### config.mk
export PLATFORM = sky130hd
export DESIGN_NAME = amount_to_pulse_train_splitter
export DESIGN_NICKNAME = d
export VERILOG_FILES = /design/src/hw/rtl/atpts_pkg.sv /design/src/hw/rtl/amount_to_pulse_train_splitter.sv
export SDC_FILE = /design/constraint.sdc
export NUM_CORES = 1
export LEC_CHECK = 0
export CORE_AREA = 10 10 241 243
export CTS_BUF_LIST = sky130_fd_sc_hd__clkbuf_4 sky130_fd_sc_hd__clkbuf_8
export CTS_CLUSTER_DIAMETER = 80
export DETAILED_ROUTE_END_ITERATION = 8
export DIE_AREA = 0 0 251 253
export DONT_BUFFER_PORTS = 1
export GPL_ROUTABILITY_DRIVEN = 0
export PLACE_DENSITY = 0.67
export SLEW_MARGIN = 20
export SYNTH_ARGS = -nofsm -noshare
export SYNTH_HDL_FRONTEND = slang
export SYNTH_SLANG_ARGS = --single-unit
### constraint.sdc
create_clock -name clk -period 7.55 [get_ports clk]
set_input_delay 0.755 -clock clk [delete_from_list [all_inputs] [get_ports clk]]
set_output_delay 0.755 -clock clk [all_outputs]
set_load 0.1 [all_outputs]
### src/hw/rtl/atpts_pkg.sv
`default_nettype none

package atpts_pkg;

    // Field widths.
    localparam int AMOUNT_BITS = 24;
    localparam int UNIT_BITS   = 16;
    localparam int TRANS_BITS  = AMOUNT_BITS + 1;
    localparam int TRIES_BITS  = UNIT_BITS + 1;
    localparam int STATUS_BITS = 3;
    localparam int CFG_IDX_BITS = 3;
    localparam int MODE_BITS   = 2;

    // Output tdata layout, lowest bit first.
    localparam int OUT_USED_BITS = 3 + 2 * AMOUNT_BITS;
    localparam int OUT_BITS      = ((OUT_USED_BITS + 7) / 8) * 8;
    localparam int IN_BITS       = ((AMOUNT_BITS + 7) / 8) * 8;

    typedef logic [STATUS_BITS-1:0] status_t;

    // Result status codes.
    localparam status_t ST_TICK    = 3'd0;
    localparam status_t ST_STARTED = 3'd1;
    localparam status_t ST_BUSY    = 3'd2;
    localparam status_t ST_ZERO    = 3'd3;
    localparam status_t ST_FAILED  = 3'd4;

    // Request kinds.
    localparam logic REQ_TICK = 1'b0;
    localparam logic REQ_PAY  = 1'b1;

    // Payment modes.
    localparam logic [MODE_BITS-1:0] MODE_BILLS_ONLY = 2'd1;
    localparam logic [MODE_BITS-1:0] MODE_COINS_ONLY = 2'd2;

    // Configuration register indexes.
    localparam logic [CFG_IDX_BITS-1:0] CFG_PAY_MODE     = 3'd0;
    localparam logic [CFG_IDX_BITS-1:0] CFG_BILL_UNIT    = 3'd1;
    localparam logic [CFG_IDX_BITS-1:0] CFG_COIN_UNIT    = 3'd2;
    localparam logic [CFG_IDX_BITS-1:0] CFG_BILL_HIGH_MS = 3'd3;
    localparam logic [CFG_IDX_BITS-1:0] CFG_BILL_LOW_MS  = 3'd4;
    localparam logic [CFG_IDX_BITS-1:0] CFG_COIN_HIGH_MS = 3'd5;
    localparam logic [CFG_IDX_BITS-1:0] CFG_COIN_LOW_MS  = 3'd6;

endpackage

`default_nettype wire

### src/hw/rtl/amount_to_pulse_train_splitter.sv
`default_nettype none
// Channel   | Signals                        | Carries
// s (in)    | s_tvalid s_tready s_tdata/user | tick or payment request
// m (out)   | m_tvalid m_tready m_tdata/user | line levels, busy, status, counts
// cfg       | cfg_we cfg_index cfg_data      | register writes, no read-back
//
// A split runs through one shared restoring divider, one to four divisions, plus a
// search that tries one bill count at a time in the all mode (up to coin_unit tries).
// Reset clears all control and phase state and loads the register defaults.
// The input is not ready while a split runs or a result waits unaccepted.

module amount_to_pulse_train_splitter
(
    input  wire logic clk,
    input  wire logic rst_n,
    input  wire logic s_tvalid,
    output logic      s_tready,
    // [23:0] amount
    input  wire logic [atpts_pkg::IN_BITS-1:0] s_tdata,
    // [0] req_type
    input  wire logic s_tuser,
    output logic      m_tvalid,
    input  wire logic m_tready,
    // [0] bill_line, [1] coin_line, [2] busy_res, [26:3] bill_pulses,
    // [50:27] coin_pulses, rest zero
    output logic [atpts_pkg::OUT_BITS-1:0] m_tdata,
    // [2:0] status
    output logic [atpts_pkg::STATUS_BITS-1:0] m_tuser,
    input  wire logic cfg_we,
    input  wire logic [atpts_pkg::CFG_IDX_BITS-1:0] cfg_index,
    input  wire logic [atpts_pkg::UNIT_BITS-1:0] cfg_data
);

    localparam int AB = atpts_pkg::AMOUNT_BITS;
    localparam int UB = atpts_pkg::UNIT_BITS;
    localparam int CB = $clog2(AB);

    // Sequencer states.
    localparam logic [1:0] S_IDLE = 2'd0;
    localparam logic [1:0] S_DIV  = 2'd1;
    localparam logic [1:0] S_LOOP = 2'd2;
    localparam logic [1:0] S_DONE = 2'd3;

    // Division purposes.
    localparam logic [2:0] OP_BILL = 3'd0;  // amount / bill_unit
    localparam logic [2:0] OP_COIN = 3'd1;  // amount / coin_unit
    localparam logic [2:0] OP_KB   = 3'd2;  // amount / bill_unit, start search
    localparam logic [2:0] OP_BC   = 3'd3;  // bill_unit mod coin_unit
    localparam logic [2:0] OP_RC   = 3'd4;  // remainder mod coin_unit
    localparam logic [2:0] OP_CP   = 3'd5;  // final coin count

    // Configuration registers.
    logic [atpts_pkg::MODE_BITS-1:0] pay_mode_reg;
    logic [UB-1:0] bill_unit_reg, coin_unit_reg;
    logic [UB-1:0] bill_high_reg, bill_low_reg, coin_high_reg, coin_low_reg;

    always_ff @(posedge clk or negedge rst_n)
    begin
        if (!rst_n)
        begin
            pay_mode_reg  <= '0;
            bill_unit_reg <= UB'(100);
            coin_unit_reg <= UB'(10);
            bill_high_reg <= UB'(50);
            bill_low_reg  <= UB'(50);
            coin_high_reg <= UB'(50);
            coin_low_reg  <= UB'(50);
        end
        else if (cfg_we)
        begin
            unique case (cfg_index)
                atpts_pkg::CFG_PAY_MODE:     pay_mode_reg  <= cfg_data[1:0];
                atpts_pkg::CFG_BILL_UNIT:    bill_unit_reg <= cfg_data;
                atpts_pkg::CFG_COIN_UNIT:    coin_unit_reg <= cfg_data;
                atpts_pkg::CFG_BILL_HIGH_MS: bill_high_reg <= cfg_data;
                atpts_pkg::CFG_BILL_LOW_MS:  bill_low_reg  <= cfg_data;
                atpts_pkg::CFG_COIN_HIGH_MS: coin_high_reg <= cfg_data;
                atpts_pkg::CFG_COIN_LOW_MS:  coin_low_reg  <= cfg_data;
                default: ;
            endcase
        end
    end

    // Ticks for one level, a zero setting counting as one tick.
    function automatic logic [UB-1:0] level_time(input logic coin, input logic high,
                                                 input logic [UB-1:0] bh,
                                                 input logic [UB-1:0] bl,
                                                 input logic [UB-1:0] ch,
                                                 input logic [UB-1:0] cl);
        logic [UB-1:0] t;
        begin
            t = coin ? (high ? ch : cl) : (high ? bh : bl);
            level_time = (t == '0) ? UB'(1) : t;
        end
    endfunction

    // Control and phase state.
    logic [1:0] state_reg, state_next;
    logic [2:0] op_reg, op_next;
    logic exact_reg, exact_next;
    logic phase_active_reg, phase_active_next;
    logic line_level_reg, line_level_next;
    logic phase_coin_reg, phase_coin_next;
    logic [atpts_pkg::TRANS_BITS-1:0] trans_reg, trans_next;
    logic [UB-1:0] timer_reg, timer_next;
    logic coin_queued_reg, coin_queued_next;
    logic [AB-1:0] queued_cnt_reg, queued_cnt_next;
    logic out_valid_reg, out_valid_next;
    logic [atpts_pkg::OUT_BITS-1:0] out_data_reg, out_data_next;
    atpts_pkg::status_t out_status_reg, out_status_next;

    // Datapath registers.
    logic [AB-1:0] k_reg, k_next;
    logic [AB-1:0] rem_reg, rem_next;
    logic [UB-1:0] bmc_reg, bmc_next;
    logic [UB-1:0] rmod_reg, rmod_next;
    logic [atpts_pkg::TRIES_BITS-1:0] tries_reg, tries_next;
    atpts_pkg::status_t res_status_reg, res_status_next;
    logic [AB-1:0] res_bp_reg, res_bp_next;
    logic [AB-1:0] res_cp_reg, res_cp_next;

    // Shared divider registers.
    logic [AB-1:0] div_q_reg, div_q_next;
    logic [UB-1:0] div_r_reg, div_r_next;
    logic [UB-1:0] div_d_reg, div_d_next;
    logic [CB-1:0] div_cnt_reg, div_cnt_next;

    // One restoring division step.
    logic [UB:0] div_trial;
    logic div_fits;
    logic [UB-1:0] div_r_step;
    logic [AB-1:0] div_q_step;

    always_comb
    begin
        div_trial  = {div_r_reg, div_q_reg[AB-1]};
        div_fits   = div_trial >= {1'b0, div_d_reg};
        div_r_step = div_fits ? UB'(div_trial - {1'b0, div_d_reg}) : div_trial[UB-1:0];
        div_q_step = {div_q_reg[AB-2:0], div_fits};
    end

    // Residue step of the split search.
    logic [UB:0] rmod_sum;
    logic [UB-1:0] rmod_step;

    always_comb
    begin
        rmod_sum  = {1'b0, rmod_reg} + {1'b0, bmc_reg};
        rmod_step = (rmod_sum >= {1'b0, coin_unit_reg})
                    ? UB'(rmod_sum - {1'b0, coin_unit_reg}) : rmod_sum[UB-1:0];
    end

    logic out_free;
    logic accept;
    logic [AB-1:0] in_amt;

    assign out_free = !out_valid_reg || m_tready;
    assign s_tready = (state_reg == S_IDLE) && out_free;
    assign accept   = s_tvalid && s_tready;
    assign in_amt   = s_tdata[AB-1:0];

    // Sequencer, phase update and result formation.
    always_comb
    begin
        logic do_tick, do_commit;
        logic start_coin;
        logic [AB-1:0] start_cnt;
        atpts_pkg::status_t st;
        logic [AB-1:0] bp, cp;

        state_next        = state_reg;
        op_next           = op_reg;
        exact_next        = exact_reg;
        phase_active_next = phase_active_reg;
        line_level_next   = line_level_reg;
        phase_coin_next   = phase_coin_reg;
        trans_next        = trans_reg;
        timer_next        = timer_reg;
        coin_queued_next  = coin_queued_reg;
        queued_cnt_next   = queued_cnt_reg;
        out_valid_next    = out_valid_reg && !m_tready;
        out_data_next     = out_data_reg;
        out_status_next   = out_status_reg;
        k_next            = k_reg;
        rem_next          = rem_reg;
        bmc_next          = bmc_reg;
        rmod_next         = rmod_reg;
        tries_next        = tries_reg;
        res_status_next   = res_status_reg;
        res_bp_next       = res_bp_reg;
        res_cp_next       = res_cp_reg;
        div_q_next        = div_q_reg;
        div_r_next        = div_r_reg;
        div_d_next        = div_d_reg;
        div_cnt_next      = div_cnt_reg;

        do_tick    = 1'b0;
        do_commit  = 1'b0;
        start_coin = 1'b0;
        start_cnt  = '0;
        st         = atpts_pkg::ST_TICK;
        bp         = '0;
        cp         = '0;

        unique case (state_reg)
            S_IDLE:
            begin
                if (accept)
                begin
                    div_q_next = in_amt;
                    div_r_next = '0;
                    div_cnt_next = CB'(AB - 1);
                    if (s_tuser == atpts_pkg::REQ_TICK)
                    begin
                        do_tick   = 1'b1;
                        do_commit = 1'b1;
                    end
                    else if (phase_active_reg || coin_queued_reg)
                    begin
                        do_commit = 1'b1;
                        st        = atpts_pkg::ST_BUSY;
                    end
                    else if (in_amt == '0)
                    begin
                        do_commit = 1'b1;
                        st        = atpts_pkg::ST_ZERO;
                    end
                    else if (pay_mode_reg == atpts_pkg::MODE_BILLS_ONLY)
                    begin
                        if (bill_unit_reg == '0)
                        begin
                            do_commit = 1'b1;
                            st        = atpts_pkg::ST_FAILED;
                        end
                        else
                        begin
                            div_d_next = bill_unit_reg;
                            op_next    = OP_BILL;
                            exact_next = 1'b0;
                            state_next = S_DIV;
                        end
                    end
                    else if (pay_mode_reg == atpts_pkg::MODE_COINS_ONLY)
                    begin
                        if (coin_unit_reg == '0)
                        begin
                            do_commit = 1'b1;
                            st        = atpts_pkg::ST_FAILED;
                        end
                        else
                        begin
                            div_d_next = coin_unit_reg;
                            op_next    = OP_COIN;
                            exact_next = 1'b0;
                            state_next = S_DIV;
                        end
                    end
                    else if (bill_unit_reg == '0 && coin_unit_reg == '0)
                    begin
                        do_commit = 1'b1;
                        st        = atpts_pkg::ST_FAILED;
                    end
                    else if (bill_unit_reg == '0)
                    begin
                        div_d_next = coin_unit_reg;
                        op_next    = OP_COIN;
                        exact_next = 1'b1;
                        state_next = S_DIV;
                    end
                    else if (coin_unit_reg == '0)
                    begin
                        div_d_next = bill_unit_reg;
                        op_next    = OP_BILL;
                        exact_next = 1'b1;
                        state_next = S_DIV;
                    end
                    else
                    begin
                        div_d_next = bill_unit_reg;
                        op_next    = OP_KB;
                        state_next = S_DIV;
                    end
                end
            end

            S_DIV:
            begin
                div_q_next   = div_q_step;
                div_r_next   = div_r_step;
                div_cnt_next = div_cnt_reg - CB'(1);
                if (div_cnt_reg == '0)
                begin
                    // Division finished: quotient div_q_step, remainder div_r_step.
                    div_cnt_next = CB'(AB - 1);
                    div_r_next   = '0;
                    res_bp_next  = '0;
                    res_cp_next  = '0;
                    unique case (op_reg)
                        OP_BILL, OP_COIN:
                        begin
                            state_next = S_DONE;
                            if ((exact_reg && div_r_step != '0) ||
                                (!exact_reg && div_q_step == '0))
                            begin
                                res_status_next = atpts_pkg::ST_FAILED;
                            end
                            else
                            begin
                                res_status_next = atpts_pkg::ST_STARTED;
                                if (op_reg == OP_BILL)
                                    res_bp_next = div_q_step;
                                else
                                    res_cp_next = div_q_step;
                            end
                        end
                        OP_KB:
                        begin
                            k_next     = div_q_step;
                            rem_next   = AB'(div_r_step);
                            div_q_next = AB'(bill_unit_reg);
                            div_d_next = coin_unit_reg;
                            op_next    = OP_BC;
                        end
                        OP_BC:
                        begin
                            bmc_next   = div_r_step;
                            div_q_next = rem_reg;
                            op_next    = OP_RC;
                        end
                        OP_RC:
                        begin
                            rmod_next  = div_r_step;
                            tries_next = '0;
                            state_next = S_LOOP;
                        end
                        OP_CP:
                        begin
                            res_status_next = atpts_pkg::ST_STARTED;
                            res_bp_next     = k_reg;
                            res_cp_next     = div_q_step;
                            state_next      = S_DONE;
                        end
                        default:
                        begin
                            res_status_next = atpts_pkg::ST_FAILED;
                            state_next      = S_DONE;
                        end
                    endcase
                end
            end

            S_LOOP:
            begin
                // One bill count per cycle, largest first.
                if (rmod_reg == '0)
                begin
                    div_q_next   = rem_reg;
                    div_r_next   = '0;
                    div_cnt_next = CB'(AB - 1);
                    op_next      = OP_CP;
                    state_next   = S_DIV;
                end
                else if (k_reg == '0 ||
                         (tries_reg + 1'b1) >= {1'b0, coin_unit_reg})
                begin
                    res_status_next = atpts_pkg::ST_FAILED;
                    res_bp_next     = '0;
                    res_cp_next     = '0;
                    state_next      = S_DONE;
                end
                else
                begin
                    tries_next = tries_reg + 1'b1;
                    k_next     = k_reg - AB'(1);
                    rem_next   = rem_reg + AB'(bill_unit_reg);
                    rmod_next  = rmod_step;
                end
            end

            S_DONE:
            begin
                if (out_free)
                begin
                    do_commit = 1'b1;
                    st        = res_status_reg;
                    bp        = res_bp_reg;
                    cp        = res_cp_reg;
                    state_next = S_IDLE;
                end
            end

            default:
            begin
                state_next = S_IDLE;
            end
        endcase

        // Time step of the pulse train.
        if (do_tick && phase_active_reg)
        begin
            if (timer_reg > UB'(1))
            begin
                timer_next = timer_reg - UB'(1);
            end
            else if (trans_reg == '0)
            begin
                timer_next        = '0;
                phase_active_next = 1'b0;
                line_level_next   = 1'b0;
                phase_coin_next   = 1'b0;
                if (coin_queued_reg)
                begin
                    coin_queued_next = 1'b0;
                    queued_cnt_next  = '0;
                    start_coin       = 1'b1;
                    start_cnt        = queued_cnt_reg;
                end
            end
            else
            begin
                line_level_next = !line_level_reg;
                trans_next      = trans_reg - 1'b1;
                timer_next      = level_time(phase_coin_reg, !line_level_reg,
                                             bill_high_reg, bill_low_reg,
                                             coin_high_reg, coin_low_reg);
            end
        end

        // Start of a train after a successful split.
        if (do_commit && st == atpts_pkg::ST_STARTED)
        begin
            if (bp != '0)
            begin
                coin_queued_next = (cp != '0);
                queued_cnt_next  = cp;
                start_cnt        = bp;
            end
            else
            begin
                coin_queued_next = 1'b0;
                queued_cnt_next  = '0;
                start_coin       = 1'b1;
                start_cnt        = cp;
            end
            phase_active_next = 1'b1;
            phase_coin_next   = start_coin;
            line_level_next   = 1'b1;
            trans_next        = {start_cnt, 1'b0} - 1'b1;
            timer_next        = level_time(start_coin, 1'b1, bill_high_reg, bill_low_reg,
                                           coin_high_reg, coin_low_reg);
        end
        else if (start_coin)
        begin
            phase_active_next = 1'b1;
            phase_coin_next   = 1'b1;
            line_level_next   = 1'b1;
            trans_next        = {start_cnt, 1'b0} - 1'b1;
            timer_next        = level_time(1'b1, 1'b1, bill_high_reg, bill_low_reg,
                                           coin_high_reg, coin_low_reg);
        end

        // Result register load.
        if (do_commit)
        begin
            out_valid_next  = 1'b1;
            out_status_next = st;
            out_data_next   = '0;
            out_data_next[0] = phase_active_next && line_level_next && !phase_coin_next;
            out_data_next[1] = phase_active_next && line_level_next && phase_coin_next;
            out_data_next[2] = phase_active_next || coin_queued_next;
            out_data_next[3 +: AB]      = bp;
            out_data_next[3 + AB +: AB] = cp;
        end
    end

    // Control registers.
    always_ff @(posedge clk or negedge rst_n)
    begin
        if (!rst_n)
        begin
            state_reg        <= S_IDLE;
            op_reg           <= OP_BILL;
            exact_reg        <= 1'b0;
            phase_active_reg <= 1'b0;
            line_level_reg   <= 1'b0;
            phase_coin_reg   <= 1'b0;
            trans_reg        <= '0;
            timer_reg        <= '0;
            coin_queued_reg  <= 1'b0;
            queued_cnt_reg   <= '0;
            out_valid_reg    <= 1'b0;
            div_cnt_reg      <= '0;
            tries_reg        <= '0;
        end
        else
        begin
            state_reg        <= state_next;
            op_reg           <= op_next;
            exact_reg        <= exact_next;
            phase_active_reg <= phase_active_next;
            line_level_reg   <= line_level_next;
            phase_coin_reg   <= phase_coin_next;
            trans_reg        <= trans_next;
            timer_reg        <= timer_next;
            coin_queued_reg  <= coin_queued_next;
            queued_cnt_reg   <= queued_cnt_next;
            out_valid_reg    <= out_valid_next;
            div_cnt_reg      <= div_cnt_next;
            tries_reg        <= tries_next;
        end
    end

    // Payload registers.
    always_ff @(posedge clk)
    begin
        out_data_reg   <= out_data_next;
        out_status_reg <= out_status_next;
        k_reg          <= k_next;
        rem_reg        <= rem_next;
        bmc_reg        <= bmc_next;
        rmod_reg       <= rmod_next;
        res_status_reg <= res_status_next;
        res_bp_reg     <= res_bp_next;
        res_cp_reg     <= res_cp_next;
        div_q_reg      <= div_q_next;
        div_r_reg      <= div_r_next;
        div_d_reg      <= div_d_next;
    end

    assign m_tvalid = out_valid_reg;
    assign m_tdata  = out_data_reg;
    assign m_tuser  = out_status_reg;

endmodule

`default_nettype wire

Yosys cells after proc, flatten, opt, wreduce, memory -nomap -nowiden:

Cells that the tools add are included.

* add/subtract/negate cells: 11
* multiply operators: 0
* divide/modulo/power cells: 0
* order comparisons: 4
* equality and inequality tests: 42
* shift operators: 0
* multiplexer cells: 188
* bitwise logic cells: 2
* reductions and logical operators: 68

Operators with widths (number)
* $mux 24: 35
* $mux 16: 33
* $pmux 24 s2: 7
* $mux 25: 5
* $logic_not 16->1: 6
* $mux 3: 25
* $sub 25x1->25 const B: 3
* $logic_not 24->1: 3
* $pmux 24 s3: 1
* $mux 17: 4
* $pmux 16 s2: 2
* $ge 17x16->1: 3
* $pmux 16 s3: 1
* $reduce_bool 24->1: 2
* $mux 1: 47
* $pmux 17 s2: 1
* $sub 16x16->16: 2
* $mux 2: 15
* $ne 2x2->1 const B: 13
* $logic_not 25->1: 1
* $add 24x16->24: 1
* $sub 24x1->24 const B: 1
* $reduce_and 11->1: 2
* $pmux 3 s2: 3
* 39 further kinds: 99

* bits in registers: 437
* bits in latches: 0
* bits in writable memories: 0
* ROM bits: 0
* input port bits: 49
* output and inout bits: 61
* word-level logic and storage cells: 347
* memories: 0

Depth between registers and ports, before layout:

* depth in word-level cells: 17
* gate-level depth with buffers: 20
* mapped depth without buffers: 18

Worst setup path after synthesis:

No wires, ideal clock.

* kind: reg2reg
* start point: register out_valid_reg, in the netlist m_tvalid
* end point: register out_data_reg (netlist bit m_tdata[0]), enable pin
* setup time: 0.466 ns
* arrival: 4.411 ns
* data required time: 7.084 ns
* path slack: 2.673 ns
* cell stages (with the launch flop): 8
* buffers on the path: 3
* period minus slack after synthesis: 4.877 ns
* path through: dfrtp_1 > nand2b_1 > and2_1 > clkbuf_1 > clkbuf_1 > buf_1 > nor2_1 > nor2_1

* longest elaborated chain between the ends: 6
* elaborated cells between the ends (all ways): 7

Ends and longest elaborated chain
* start: declaration: line amount_to_pulse_train_splitter.sv:108 `logic out_valid_reg, out_valid_next;`
* start signal: assignment: line amount_to_pulse_train_splitter.sv:507 `out_valid_reg <= out_valid_next;`
* $logic_not 1->1 (*): line amount_to_pulse_train_splitter.sv:157 `assign out_free = !out_valid_reg || m_tready;`
* $logic_or 1x1->1 (*): line amount_to_pulse_train_splitter.sv:157
* $logic_and 1x1->1: line amount_to_pulse_train_splitter.sv:158 `assign s_tready = (state_reg == S_IDLE) && out_free;`
* $logic_and 1x1->1: line amount_to_pulse_train_splitter.sv:159 `assign accept = s_tvalid && s_tready;`
* $mux 1: line amount_to_pulse_train_splitter.sv:208 `if (accept)`
* $pmux 1 s2 (*): line amount_to_pulse_train_splitter.sv:205 `unique case (state_reg)`
* end signal: assignment: line amount_to_pulse_train_splitter.sv:516 `out_data_reg <= out_data_next;`
* end: declaration: line amount_to_pulse_train_splitter.sv:109 `logic [atpts_pkg::OUT_BITS-1:0] out_data_reg, out_data_next;`

Every way passes the cells marked *; elsewhere a longest branch is shown, timed or not.
A chain may end at the register's enable or synchronous reset.

Worst setup path after layout:

* start point: register rmod_reg[0]
* end point: register rmod_reg[0], data pin

* longest elaborated chain between the ends: 6
* elaborated cells between the ends (all ways): 7

Ends and longest elaborated chain
* start: declaration: line amount_to_pulse_train_splitter.sv:116 `logic [UB-1:0] rmod_reg, rmod_next;`
* start signal: assignment: line amount_to_pulse_train_splitter.sv:521 `rmod_reg <= rmod_next;`
* $add 16x16->17 (*): line amount_to_pulse_train_splitter.sv:148 `rmod_sum = {1'b0, rmod_reg} + {1'b0, bmc_reg};`
* $sub 16x16->16 / $ge 17x16->1 (equally long branches): line amount_to_pulse_train_splitter.sv:150, amount_to_pulse_train_splitter.sv:149
* $mux 16 (*): line amount_to_pulse_train_splitter.sv:150 `? UB'(rmod_sum - {1'b0, coin_unit_reg}) : rmod_sum[UB-1:0];`
* $mux 16 (*): line amount_to_pulse_train_splitter.sv:363 `else if (k_reg == '0 ||`
* $mux 16 (*): line amount_to_pulse_train_splitter.sv:355 `if (rmod_reg == '0)`
* $pmux 16 s2 (*): line amount_to_pulse_train_splitter.sv:205
* net rmod_next[0]: line amount_to_pulse_train_splitter.sv:116

The timed path passes the listed nets; every way through them passes the cells marked *. The select of a mux whose other input is x is not followed.

==> flow_metrics.env <==
export IMPL_result_of_the_run="finished clean"
export IMPL_syn_warnings=0
export IMPL_leading_cell_types_in_the_layout_fill_and_taps_excluded="241 x sky130_fd_sc_hd__nor2_1, 240 x sky130_fd_sc_hd__edfxtp_1, 226 x sky130_fd_sc_hd__nand2_1"
export IMPL_synth_seq_area_share_pct=46.2
export IMPL_internal_power_w=0.00798
export IMPL_postRouteWirelength_mm=79.0
export IMPL_drt_pass1_iter_count=6
export IMPL_clock_sinks=436
export IMPL_total_leakage_power_nw=11.4
export IMPL_setup_violations=0
export IMPL_pin_count=110
export IMPL_grt_pass1_wl_mm=120
export IMPL_syn2layout_area_growth_pct=9.23
export IMPL_synth_async_sr_flop_share_pct=45.0
export IMPL_vias=21400
export IMPL_clockRootBuffer="sky130_fd_sc_hd__clkbuf_8"
export IMPL_r2r_end="rmod_reg[0]"
export IMPL_vias_per_cell=6.33
export IMPL_dp_final_hpwl_mm=56.6
export IMPL_grt_antenna_before_repair=2
export IMPL_globalRoute_totalOverflow=0
export IMPL_synth_edff_count=240
export IMPL_layout_drive_gt1_share_pct=13.5
export IMPL_setup_worst_path_start_class="register"
export IMPL_largest_register_ffs=51
export IMPL_mappedNetlistArea_um2=26300
export IMPL_io_buffers=0
export IMPL_final_max_slew_viol_count=0
export IMPL_hold_worst_slack_ns=0.194
export IMPL_detail_route_drc_violations=0
export IMPL_num_antenna_cells=0
export IMPL_grt_max_degree=197
export IMPL_netSwitchingFraction_pct=48.5
export IMPL_wl_per_cell_um=23.3
export IMPL_drt_iter0_markers=2632
export IMPL_startpoint_of_the_tightest_hold_check_path="cfg_data[1]"
export IMPL_tritoncts_num_buffers=78
export IMPL_ir_drop_uv=421
export IMPL_critical_path_max_fanout=18
export IMPL_std_cell_rows=85
export IMPL_syn_avg_cell_area_um2=9.98
export IMPL_fin_skew_ns=0.0241
export IMPL_y_dimension_of_the_die_um=253
export IMPL_track_usage_pct=24.0
export IMPL_post_route_min_period_ns=5.24
export IMPL_postSynthCellCount=2633
export IMPL_switchingPower_w=0.00751
export IMPL_tritoncts="built"
export IMPL_clk_pin_slew_worst_paths_ns=0.06
export IMPL_power_combinational_fraction_pct=47.8
export IMPL_share_seq_of_total_power_pct=36.8
export IMPL_cts_buffer_depth=3
export IMPL_rsz0062_at_grt="false"
export IMPL_cts_max_level=3
export IMPL_clock_power_share_pct=15.4
export IMPL_worst_ep_arrival_ns=5.76
export IMPL_die_area_um2=63500
export IMPL_fin_nets=2774
export IMPL_floorplan_core_area_um2=53300
export IMPL_timing_setup_critical_path_class="register to register"
export IMPL_fin_util_pct=53.9
export IMPL_cap_violations=0
export IMPL_initial_cell_density_of_the_core_pct=49.3
export IMPL_timing_critical_path_required_ns=8.07
export IMPL_synth_ff_latch_count=436
export IMPL_max_freq_ghz=0.191
export IMPL_worst_slew_pin_slew_ns=1.19
export IMPL_synth_main_ff_cell="sky130_fd_sc_hd__edfxtp_1"
export IMPL_layout_commonest_cell="sky130_fd_sc_hd__nor2_1"
export IMPL_antenna_left=0
export IMPL_first_global_vias=20000
export IMPL_pwr_density_cell_nw_per_um2=540
export IMPL_crit_reg2reg_launch="rmod_reg[0]"
export IMPL_timing_final_hold_violations=0
export IMPL_final_fill_count=4645
export IMPL_clkLatencyLatePin_ns=0.68
export IMPL_hold_class="primary input to register"
export IMPL_synth_cell_type_count=99
export IMPL_reg2regPathDepth=18
export IMPL_maxSlewHeadroom_pct=20.9
export IMPL_ff2ff_setup_slack_ns=2.31
export IMPL_whs_path_depth=2
export IMPL_fin_crit_sh_pct=69.4
export IMPL_setup_total_negative_slack_ns=0
export IMPL_setup_worst_path_end_class="register"
export IMPL_whs_endpoint="coin_unit_reg[1]"
export IMPL_dieWidth_um=251
[cell type report]
class                   count  area, um2  share of cell area (%)
clock buffers             123       1510                    5.27
clock inverters            23        171                   0.597
inverters                 130        488                    1.70
multi-input cells        1942      13200                    46.0
flip-flops and latches    436      12100                    42.3
well taps                 696        871                    3.03
repair buffers             36        317                    1.10
[repair_timing]
| item | 4_1_cts | 5_1_grt |
|---|---|---|
| hold buffers | 1 | 1 |
| hold endpoints to repair | 196 | 46 |
| setup buffers | 0 | 0 |
| resized for setup | 0 | 0 |
[how the worst max path moves through the flow]
stage / start / endpoint / cells after the start
floorplan: m_tvalid / m_tdata[0] / 7
global placement: rmod_reg[0] / rmod_reg[0] / 18
detailed placement: rmod_reg[0] / rmod_reg[0] / 18
CTS: rmod_reg[0] / rmod_reg[0] / 18
global route: rmod_reg[0] / rmod_reg[13] / 18
finish: rmod_reg[0] / rmod_reg[0] / 18
[power by group through the flow]
stage | Combinational, W | Sequential, W | Clock [W]
floorplan | 0.00546 | 0.00528 | 0
global placement | 0.00704 | 0.00567 | 0
detailed placement | 0.00720 | 0.00570 | 0
CTS | 0.00726 | 0.00567 | 0.00243
global route | 0.00806 | 0.00578 | 0.00253
finish | 0.00741 | 0.00570 | 0.00238
[stage by stage]
step	area [um2]	worst slack [ns]	total power (W)	instances
after global placement	26900	2.58	0.0127	3236
after CTS	28700	2.41	0.0154	3383
after floorplan	26300	2.67	0.0107	2637
final	28700	2.31	0.0155	3386
after global routing	28700	1.87	0.0164	3386
after detailed placement	26900	2.45	0.0129	3236
[layer usage]
layer / track usage [%] / vias to the layer above / wire length (um)
met5: 0 / - / 0
met4: 6.95 / 0 / 1930
met3: 5.26 / 146 / 7470
met2: 36.4 / 1035 / 35300
met1: 33.9 / 10600 / 34300
li1: - / 9707 / -
[kinds of logic after synthesis]
kind of cell | share of synthesized area, %
AOI/OAI and AO/OA | 16.6
and+or+nand+nor | 16.2
DFF | 46.2
buffers and inverters | 4.01
xor gates and xnor gates | 4.53
other | 0.0143
muxes | 7.56
adders and majority gates | 4.92
[critical path, cell delays in order (launching register included)]
cell	delay, ns
sky130_fd_sc_hd__edfxtp_1	0.40
sky130_fd_sc_hd__ha_1	0.24
sky130_fd_sc_hd__fa_1	0.44
sky130_fd_sc_hd__a211oi_1	0.32
sky130_fd_sc_hd__o21ai_0	0.23
sky130_fd_sc_hd__nand4_1	0.13
sky130_fd_sc_hd__nand2_1	0.07
sky130_fd_sc_hd__o41ai_1	0.49
sky130_fd_sc_hd__o21bai_1	0.14
sky130_fd_sc_hd__a211oi_1	0.24
sky130_fd_sc_hd__nor2_1	0.10
sky130_fd_sc_hd__ha_1	0.37
sky130_fd_sc_hd__nand4_1	0.14
sky130_fd_sc_hd__nor4_1	0.26
sky130_fd_sc_hd__nand4_1	0.15
sky130_fd_sc_hd__nand2_1	0.10
sky130_fd_sc_hd__a211o_1	0.71
sky130_fd_sc_hd__mux2_2	0.41
sky130_fd_sc_hd__a21oi_1	0.15
[synthesized netlist by cell type (25+ instances only)]
master,count,area (um2)
sky130_fd_sc_hd__xor2_1,51,447
sky130_fd_sc_hd__ha_1,97,1210
sky130_fd_sc_hd__a21oi_1,196,981
sky130_fd_sc_hd__a21o_1,30,225
sky130_fd_sc_hd__clkbuf_1,91,342
sky130_fd_sc_hd__nand4_1,25,156
sky130_fd_sc_hd__a211oi_1,26,195
sky130_fd_sc_hd__mux2_2,97,1090
sky130_fd_sc_hd__a31oi_1,36,225
sky130_fd_sc_hd__and3_1,45,282
sky130_fd_sc_hd__nand3_1,84,420
sky130_fd_sc_hd__edfxtp_1,240,7210
sky130_fd_sc_hd__nor4_1,60,375
sky130_fd_sc_hd__xnor2_1,85,744
sky130_fd_sc_hd__a22oi_1,34,255
sky130_fd_sc_hd__o21ai_0,125,626
sky130_fd_sc_hd__nand2_1,226,848
sky130_fd_sc_hd__dfrtp_1,179,4480
sky130_fd_sc_hd__o31ai_1,26,195
sky130_fd_sc_hd__nor3_1,59,295
sky130_fd_sc_hd__inv_1,129,484
sky130_fd_sc_hd__a22o_1,26,228
sky130_fd_sc_hd__mux2i_1,52,521
sky130_fd_sc_hd__nor2_1,244,916
Power figures use the tool's default switching activity.
